`config.mk`:
```
export PLATFORM = sky130hd
export DESIGN_NAME = rf_remote_pulse_width_transmitter_top
export DESIGN_NICKNAME = d
export VERILOG_FILES = /design/src/sv/rfpwt_pkg.sv /design/src/sv/rfpwt_cfg.sv /design/src/sv/rfpwt_seq.sv /design/src/sv/rf_remote_pulse_width_transmitter_top.sv
export SDC_FILE = /design/constraint.sdc
export NUM_CORES = 1
export LEC_CHECK = 0
export CORE_MARGIN = 2
export CORE_UTILIZATION = 35
export DETAILED_ROUTE_END_ITERATION = 10
export DONT_BUFFER_PORTS = 1
export PLACE_DENSITY = 0.49
export SKIP_LAST_GASP = 1
export SYNTH_ARGS = -nofsm -noshare
export SYNTH_HDL_FRONTEND = slang
export SYNTH_HIERARCHICAL = 1
export SYNTH_SLANG_ARGS = --single-unit
```
`constraint.sdc`:
```
create_clock -name clk -period 3.42 [get_ports clk]
set_clock_uncertainty 0.15 [all_clocks]
set_input_delay 0.513 -clock clk [delete_from_list [all_inputs] [get_ports clk]]
set_output_delay 0.513 -clock clk [all_outputs]
set_load 0.02 [all_outputs]
```
`src/sv/rfpwt_pkg.sv`:
```
// ----------------------------------------------------------------------------
// rfpwt_pkg
// Types, register indexes, reset values and helpers for the pulse width
// transmitter.
// ----------------------------------------------------------------------------
package rfpwt_pkg;

	localparam int unsigned TIME_W    = 16;
	localparam int unsigned COUNT_W   = 8;
	localparam int unsigned CFG_IDX_W = 3;
	localparam int unsigned HDR_W     = 32;
	localparam int unsigned CMD_W     = 8;
	localparam int unsigned MAX_FRAME = 64;

	localparam logic [TIME_W-1:0]  SHORT_RST     = 16'd320;
	localparam logic [TIME_W-1:0]  LONG_RST      = 16'd620;
	localparam logic [TIME_W-1:0]  SYNC_HI_RST   = 16'd4500;
	localparam logic [TIME_W-1:0]  SYNC_LO_RST   = 16'd1400;
	localparam logic [TIME_W-1:0]  GAP_RST       = 16'd7400;
	localparam logic [COUNT_W-1:0] REPEAT_RST    = 8'd5;
	localparam logic [CMD_W-1:0]   NIBBLE_MASK   = 8'h0f;

	localparam logic OP_TICK  = 1'b0;
	localparam logic OP_START = 1'b1;

	typedef enum logic [CFG_IDX_W-1:0] {
		REG_SHORT   = 3'd0,
		REG_LONG    = 3'd1,
		REG_SYNC_HI = 3'd2,
		REG_SYNC_LO = 3'd3,
		REG_GAP     = 3'd4,
		REG_REPEAT  = 3'd5
	} reg_idx_t;

	typedef enum logic [2:0] {
		PH_IDLE    = 3'd0,
		PH_SYNC_HI = 3'd1,
		PH_SYNC_LO = 3'd2,
		PH_BIT_HI  = 3'd3,
		PH_BIT_LO  = 3'd4,
		PH_GAP     = 3'd5
	} phase_t;

	typedef struct packed {
		logic [TIME_W-1:0]  short_time;
		logic [TIME_W-1:0]  long_time;
		logic [TIME_W-1:0]  sync_high_time;
		logic [TIME_W-1:0]  sync_low_time;
		logic [TIME_W-1:0]  gap_time;
		logic [COUNT_W-1:0] repeat_count;
	} cfg_t;

	typedef struct packed {
		logic             operation;
		logic [HDR_W-1:0] header_word;
		logic [CMD_W-1:0] command_code;
		logic             invert_pass;
	} item_t;

	typedef struct packed {
		logic line_level;
		logic busy_res;
		logic finished;
	} res_t;

	// a zero duration lasts one tick
	function automatic logic [TIME_W-1:0] dur(input logic [TIME_W-1:0] v);
		dur = (v == '0) ? TIME_W'(1) : v;
	endfunction

endpackage

```
`src/sv/rfpwt_cfg.sv`:
```
// ----------------------------------------------------------------------------
// rfpwt_cfg
// Timing and repeat registers, written through the configuration channel.
// ----------------------------------------------------------------------------
module rfpwt_cfg
	import rfpwt_pkg::*;
(
	input  logic                 clk,
	input  logic                 arst_n,
	input  logic                 wr_en,
	input  logic [CFG_IDX_W-1:0] wr_index,
	input  logic [TIME_W-1:0]    wr_data,
	output cfg_t                 cfg
);

	cfg_t cfg_q;

	always_ff @(posedge clk or negedge arst_n) begin
		if (!arst_n) begin
			cfg_q.short_time     <= SHORT_RST;
			cfg_q.long_time      <= LONG_RST;
			cfg_q.sync_high_time <= SYNC_HI_RST;
			cfg_q.sync_low_time  <= SYNC_LO_RST;
			cfg_q.gap_time       <= GAP_RST;
			cfg_q.repeat_count   <= REPEAT_RST;
		end else if (wr_en) begin
			// unknown indexes drop silently
			case (wr_index)
				REG_SHORT:   cfg_q.short_time     <= wr_data;
				REG_LONG:    cfg_q.long_time      <= wr_data;
				REG_SYNC_HI: cfg_q.sync_high_time <= wr_data;
				REG_SYNC_LO: cfg_q.sync_low_time  <= wr_data;
				REG_GAP:     cfg_q.gap_time       <= wr_data;
				REG_REPEAT:  cfg_q.repeat_count   <= wr_data[COUNT_W-1:0];
				default:     ;
			endcase
		end
	end

	assign cfg = cfg_q;

endmodule

```
`src/sv/rfpwt_seq.sv`:
```
// ----------------------------------------------------------------------------
// rfpwt_seq
// Segment sequencer: sync, frame bits, gap, repeats and the inverted pass.
// Computes the result of one item and updates the state when it steps.
// ----------------------------------------------------------------------------
module rfpwt_seq
	import rfpwt_pkg::*;
#(
	parameter int unsigned FRAME_BITS = 40
)(
	input  logic  clk,
	input  logic  arst_n,
	input  logic  step,
	input  item_t item,
	input  cfg_t  cfg,
	output res_t  res,
	output logic  busy
);

	localparam int unsigned POS_W = $clog2(FRAME_BITS);
	localparam logic [POS_W-1:0] POS_TOP = POS_W'(FRAME_BITS - 1);

	phase_t                 phase_q, phase_nx;
	logic [POS_W-1:0]       pos_q, pos_nx;
	logic [COUNT_W-1:0]     rep_q, rep_nx;
	logic [TIME_W-1:0]      time_q, time_nx, time_dec;
	logic [FRAME_BITS-1:0]  frame_q, frame_nx;
	logic                   pend_q, pend_nx;
	logic                   line_q, line_nx;
	logic                   fin;
	logic [MAX_FRAME-1:0]   load_word;
	logic                   bit_cur, bit_top, bit_dn;

	assign time_dec  = time_q - TIME_W'(1);
	assign load_word = {{(MAX_FRAME - HDR_W - CMD_W){1'b0}}, item.header_word, item.command_code};
	assign bit_cur   = frame_q[pos_q];
	assign bit_top   = frame_q[POS_TOP];
	assign bit_dn    = frame_q[pos_q - POS_W'(1)];

	// next state
	always_comb begin
		phase_nx = phase_q;
		pos_nx   = pos_q;
		rep_nx   = rep_q;
		time_nx  = time_q;
		frame_nx = frame_q;
		pend_nx  = pend_q;
		line_nx  = line_q;
		fin      = 1'b0;
		if (item.operation == OP_START) begin
			if (phase_q == PH_IDLE && cfg.repeat_count != '0) begin
				frame_nx = load_word[FRAME_BITS-1:0];
				pend_nx  = item.invert_pass;
				rep_nx   = cfg.repeat_count;
				pos_nx   = '0;
				phase_nx = PH_SYNC_HI;
				time_nx  = dur(cfg.sync_high_time);
				line_nx  = 1'b1;
			end
		end else if (phase_q != PH_IDLE) begin
			time_nx = time_dec;
			if (time_dec == '0) begin
				unique case (phase_q)
					PH_SYNC_HI: begin
						phase_nx = PH_SYNC_LO;
						time_nx  = dur(cfg.sync_low_time);
						line_nx  = 1'b0;
					end
					PH_SYNC_LO: begin
						pos_nx   = POS_TOP;
						phase_nx = PH_BIT_HI;
						time_nx  = dur(bit_top ? cfg.long_time : cfg.short_time);
						line_nx  = 1'b1;
					end
					PH_BIT_HI: begin
						phase_nx = PH_BIT_LO;
						time_nx  = dur(bit_cur ? cfg.short_time : cfg.long_time);
						line_nx  = 1'b0;
					end
					PH_BIT_LO: begin
						if (pos_q != '0) begin
							pos_nx   = pos_q - POS_W'(1);
							phase_nx = PH_BIT_HI;
							time_nx  = dur(bit_dn ? cfg.long_time : cfg.short_time);
							line_nx  = 1'b1;
						end else begin
							phase_nx = PH_GAP;
							time_nx  = dur(cfg.gap_time);
							line_nx  = 1'b0;
						end
					end
					default: begin
						// end of gap: next repeat, second pass or done
						line_nx = 1'b0;
						rep_nx  = rep_q - COUNT_W'(1);
						if (rep_nx != '0) begin
							phase_nx = PH_SYNC_HI;
							time_nx  = dur(cfg.sync_high_time);
							line_nx  = 1'b1;
						end else if (pend_q && cfg.repeat_count != '0) begin
							pend_nx  = 1'b0;
							frame_nx = frame_q ^ FRAME_BITS'(NIBBLE_MASK);
							rep_nx   = cfg.repeat_count;
							phase_nx = PH_SYNC_HI;
							time_nx  = dur(cfg.sync_high_time);
							line_nx  = 1'b1;
						end else begin
							pend_nx  = 1'b0;
							phase_nx = PH_IDLE;
							time_nx  = '0;
							pos_nx   = '0;
							fin      = 1'b1;
						end
					end
				endcase
			end
		end
	end

	// outputs
	always_comb begin
		res.line_level = line_nx;
		res.busy_res   = (phase_nx != PH_IDLE);
		res.finished   = fin;
		busy           = (phase_q != PH_IDLE);
	end

	always_ff @(posedge clk or negedge arst_n) begin
		if (!arst_n) begin
			phase_q <= PH_IDLE;
			pos_q   <= '0;
			rep_q   <= '0;
			time_q  <= '0;
			pend_q  <= 1'b0;
			line_q  <= 1'b0;
		end else if (step) begin
			phase_q <= phase_nx;
			pos_q   <= pos_nx;
			rep_q   <= rep_nx;
			time_q  <= time_nx;
			pend_q  <= pend_nx;
			line_q  <= line_nx;
		end
	end

	always_ff @(posedge clk) begin
		if (step) begin
			frame_q <= frame_nx;
		end
	end

endmodule

```
`src/sv/rf_remote_pulse_width_transmitter_top.sv`:
```
// Path: an item is held in the input register and its result in the output register.
// Throughput: one item per cycle while results are taken; a result held in
//   the output register stalls the input once the input register also
//   holds an item.
// Reset: asynchronous; the valid flags clear, the sequencer idles and the
//   timing registers return to their default values.
// ----------------------------------------------------------------------------
// rf_remote_pulse_width_transmitter_top
// On-off keyed pulse width encoder for a shutter remote: sync pulse, frame
// bits MSB first, gap, with repeats and an optional inverted-nibble pass.
// ----------------------------------------------------------------------------
module rf_remote_pulse_width_transmitter_top
	import rfpwt_pkg::*;
#(
	parameter int unsigned FRAME_BITS = 40
)(
	input  logic                 clk,
	input  logic                 arst_n,
	input  logic                 in_valid,
	output logic                 in_ready,
	input  logic                 operation,
	input  logic [HDR_W-1:0]     header_word,
	input  logic [CMD_W-1:0]     command_code,
	input  logic                 invert_pass,
	output logic                 out_valid,
	input  logic                 out_ready,
	output logic                 line_level,
	output logic                 busy_res,
	output logic                 finished,
	input  logic                 cfg_valid,
	output logic                 cfg_ready,
	input  logic [CFG_IDX_W-1:0] cfg_index,
	input  logic [TIME_W-1:0]    cfg_data
);

	cfg_t  cfg;
	item_t item_s1;
	logic  valid_s1;
	res_t  res_nx;
	res_t  res_s2;
	logic  valid_s2;
	logic  advance;
	logic  seq_busy;

	assign cfg_ready = 1'b1;
	assign advance   = valid_s1 && (!valid_s2 || out_ready);
	assign in_ready  = !valid_s1 || advance;

	rfpwt_cfg u_cfg (
		.clk      (clk),
		.arst_n   (arst_n),
		.wr_en    (cfg_valid && cfg_ready),
		.wr_index (cfg_index),
		.wr_data  (cfg_data),
		.cfg      (cfg)
	);

	rfpwt_seq #(
		.FRAME_BITS (FRAME_BITS)
	) u_seq (
		.clk    (clk),
		.arst_n (arst_n),
		.step   (advance),
		.item   (item_s1),
		.cfg    (cfg),
		.res    (res_nx),
		.busy   (seq_busy)
	);

	always_ff @(posedge clk or negedge arst_n) begin
		if (!arst_n) begin
			valid_s1 <= 1'b0;
			valid_s2 <= 1'b0;
		end else begin
			if (in_ready) begin
				valid_s1 <= in_valid;
			end
			if (advance) begin
				valid_s2 <= 1'b1;
			end else if (out_ready) begin
				valid_s2 <= 1'b0;
			end
		end
	end

	always_ff @(posedge clk) begin
		if (in_valid && in_ready) begin
			item_s1.operation    <= operation;
			item_s1.header_word  <= header_word;
			item_s1.command_code <= command_code;
			item_s1.invert_pass  <= invert_pass;
		end
		if (advance) begin
			res_s2 <= res_nx;
		end
	end

	assign out_valid  = valid_s2;
	assign line_level = res_s2.line_level;
	assign busy_res   = res_s2.busy_res;
	assign finished   = res_s2.finished;

	a_fin_not_busy: assert property (@(posedge clk) disable iff (!arst_n)
		valid_s2 |-> !(res_s2.finished && res_s2.busy_res))
		else $error("finished reported while still busy");

	a_fin_line_low: assert property (@(posedge clk) disable iff (!arst_n)
		valid_s2 && res_s2.finished |-> !res_s2.line_level)
		else $error("line high at end of transmission");

	a_busy_matches: assert property (@(posedge clk) disable iff (!arst_n)
		valid_s2 |-> (res_s2.busy_res == seq_busy))
		else $error("held busy result disagrees with sequencer state");

	a_ready_when_empty: assert property (@(posedge clk) disable iff (!arst_n)
		!valid_s2 |-> in_ready)
		else $error("input stalled with an empty output register");

endmodule

```
==> metrics.cfg <==
[critical_path]
reg2regPathDepth = 7
timing.rr.end = busy_res
r2r_slack_ns = 0.11
end_kind = register
crit_arrival_ns = 3.42
criticalPathCategory = reg -> reg
cp_max_fo = 5
r2r-start = u_seq/time_q[6]
cp.required_ns = 3.53
worstSetupStartpointType = register

[global_route]
gr-usage-all-layers_pct = 18.5
antenna_found_initial = 2
grt_pass1_vias = 7812
grt_overflow = 0
grt_pass1_wl_um = 48000
grt_max_degree = 126

[floorplanning]
initial_core_util_pct = 35.8
fp.dieH_um = 182
die_w_um = 182
ios = 72
core_sq_um = 30800
die-area_sq_um = 32900
rows = 64

[placed_design]
dp_hpwl_um = 20300
placed_cells = 1285
gp_congestion = 0.849
portBuffers = 0

[sta]
period_share_pct = 96.7
finalHoldViolCount = 125
period_needed_ns = 3.31
tns_ns = 0
relSlewSlack_pct = 37.1
slew_viol_final = 0
setup_viol = 0
hold_slack_ns = -0.456
tightest_slew_ns = 0.944
fmax_ghz = 0.302

[cts]
cts_buffer_depth = 3
clock-sinks = 210
cts_made_buffers = 25
clk_root_buffer_cell = clkbuf_16
clk_latency_ns = 0.53
ctsHoldBuffers = 60
cts_max_level = 1
cts_tree = built
cts.clk_slew.worst_paths_ns = 0.06

[power]
peakVddDrop_uv = 381
switching_share_pct = 33.1
pwr-share-clk_pct = 28.4
power.density_nw_per_um2 = 768
internal-power_uw = 6680
p_total_uw = 9990
p_sw_uw = 3310
share_seq_of_total_power_pct = 37.0
p_comb_share_pct = 34.6
p_leak_uw = 0.00485

[yosys]
synth.distinct_cells = 76
async_flop_share_pct = 59.5
synth_edf_count = 85
syn_nets = 988
avgSynthCellArea_sq_um = 12.0
ys.flop_type = dfrtp_1
netlist_instances = 917
netlist_area_sq_um = 11000
ys_ff_latch = 210
yosysWarnings = 6
ys_seq_area_share_pct = 51.8

[cells_and_area]
mostFrequentLayoutCells = mux2_2 (115), dfrtp_1 (98), edfxtp_1 (85), dlygate4sd3_1 (60), o21ai_0 (54)
layout_commonest_cell = mux2_2
layout.cells.non_filler = 1393
syn2layout_area_growth_pct = 18.0
final_layout_size_suffix_gt1_share_pct = 25.8
num-nets-final = 1048
multi_input_area_sq_um = 4950
fillers = 2881
regArea_sq_um = 5710

[detailed_routing]
wl_um = 30100
drtIter0Drc = 686
drt_pre_antenna_iters = 5
wl_per_cell_um = 21.6
ant_nets = 0
viasPerCell = 5.60
vias = 7803
route.detailed.drc = 0

[min_path]
hold_class = in -> async

[outcome]
outcome = complete, but fails checks
violations = hold timing

[run]
drv_cap = 0

-- cell type report --
| class | instances | share of cell area, % |
|---|---|---|
| Antenna cell | 1 | 0.0192 |
| Timing Repair Buffer | 97 | 7.03 |
| Clock buffer | 33 | 5.27 |
| Inverter | 14 | 0.432 |
| Tap cell | 396 | 3.81 |
| Multi-Input combinational cell | 629 | 38.0 |
| Clock inverter | 13 | 1.51 |
| Sequential cell | 210 | 43.9 |
-- registers in the layout, summed over array words and instances, names as in the netlist --
name	count
finished	1
valid_s1	1
line_level	1
u_seq/pos_q	6
out_valid	1
u_seq/line_q	1
u_seq/frame_q	40
u_seq/pend_q	1
u_seq/time_q	16
u_seq/rep_q	8
item_s1	42
u_seq/phase_q	3
busy_res	1
u_cfg/cfg	88
-- critical path, cell delays in order, from the launching register on --
cell	delay (ns)
dfrtp_1	0.38
or4_4	0.56
or4_4	0.48
o41ai_4	0.25
nand2_1	0.15
or4_4	0.63
o31ai_4	0.27
o221ai_1	0.17
-- stage by stage --
step / area, sq um / setup slack, ns / utilization [%] / hold WS [ns]
global placement: 11500 / 0.0611 / 37.3 / 0.0775
global route: 13000 / -0.00585 / 42.2 / -0.489
finish: 13000 / 0.114 / 42.2 / -0.456
detailed placement: 11500 / 0.0507 / 37.3 / 0.0783
CTS: 13000 / 0.0125 / 42.1 / -0.496
floorplan: 11000 / 0.0178 / - / 0.0674
-- layer usage --
metal / track usage, % / routed length (um) / share of wire, %
met5: 0 / 13 / 0.043
met4: 3.67 / 498 / 1.7
met3: 2.71 / 1870 / 6.2
met2: 26.7 / 12700 / 42
met1: 29.2 / 15100 / 50
-- logic make-up after synthesis --
family	after synthesis	synth area share (%)
AOI/OAI and AO/OA	194	11.7
xor gates and xnor gates	17	1.35
adders and majority gates	5	0.567
buffers and inverters	78	3.66
DFF	210	51.8
muxes	171	18.4
other	1	0.0340
and+or+nand+nor	241	12.5
-- cell usage after synthesis, drive strengths merged, types with 5 or more instances --
master   count  area [sq um]
nand4b       5          50.0
o2111ai      5          43.8
nor2        51           191
dfrtp       98          2450
a222oi       5          50.1
o31ai        6          45.0
or3         10          62.6
a221oi      11          96.3
nand2       44           165
clkbuf      35           133
dfstp       27           709
o211ai       8          60.1
mux2       116          1310
mux2i       41           410
nor4        23           159
ha           5          62.6
nand2b      10          62.6
a21oi       46           230
buf         29           219
and2        43           272
edfxtp      85          2550
xor2         9          78.8
inv         14          52.6
xnor2        8          70.1
nor3        19           106
o22ai       14          87.6
mux4        14           315
o21ai       56           284
-- power by group through the flow --
| stage | clock network, uW | registers [uW] | logic, uW |
|---|---|---|---|
| after global routing | 3020 | 3780 | 3760 |
| after global placement | 0 | 3720 | 3310 |
| after CTS | 2920 | 3680 | 3400 |
| final | 2840 | 3690 | 3460 |
| after floorplan | 0 | 3460 | 2620 |
| after detailed placement | 0 | 3720 | 3300 |
-- what timing repair did --
item | in CTS | in global routing
hold endpoints to repair | 257 | 125
endpoints found under the setup margin | 0 | 7
buffers inserted | 0 | 1
resized for setup | 0 | 7
-- worst max path at each step --
stage	slack (ns)	endpoint	depth (start not counted)	start
after detailed placement	0.05	u_seq/time_q[0]	11	u_seq/pos_q[0]
final	0.11	busy_res	7	u_seq/time_q[6]
after floorplan	0.02	u_seq/time_q[11]	13	u_seq/pos_q[1]
after global placement	0.06	u_seq/time_q[0]	11	u_seq/pos_q[0]
after global routing	-0.006	busy_res	12	u_seq/time_q[0]
after CTS	0.01	u_seq/time_q[0]	11	u_seq/pos_q[0]
Power figures use the tool's default switching activity.
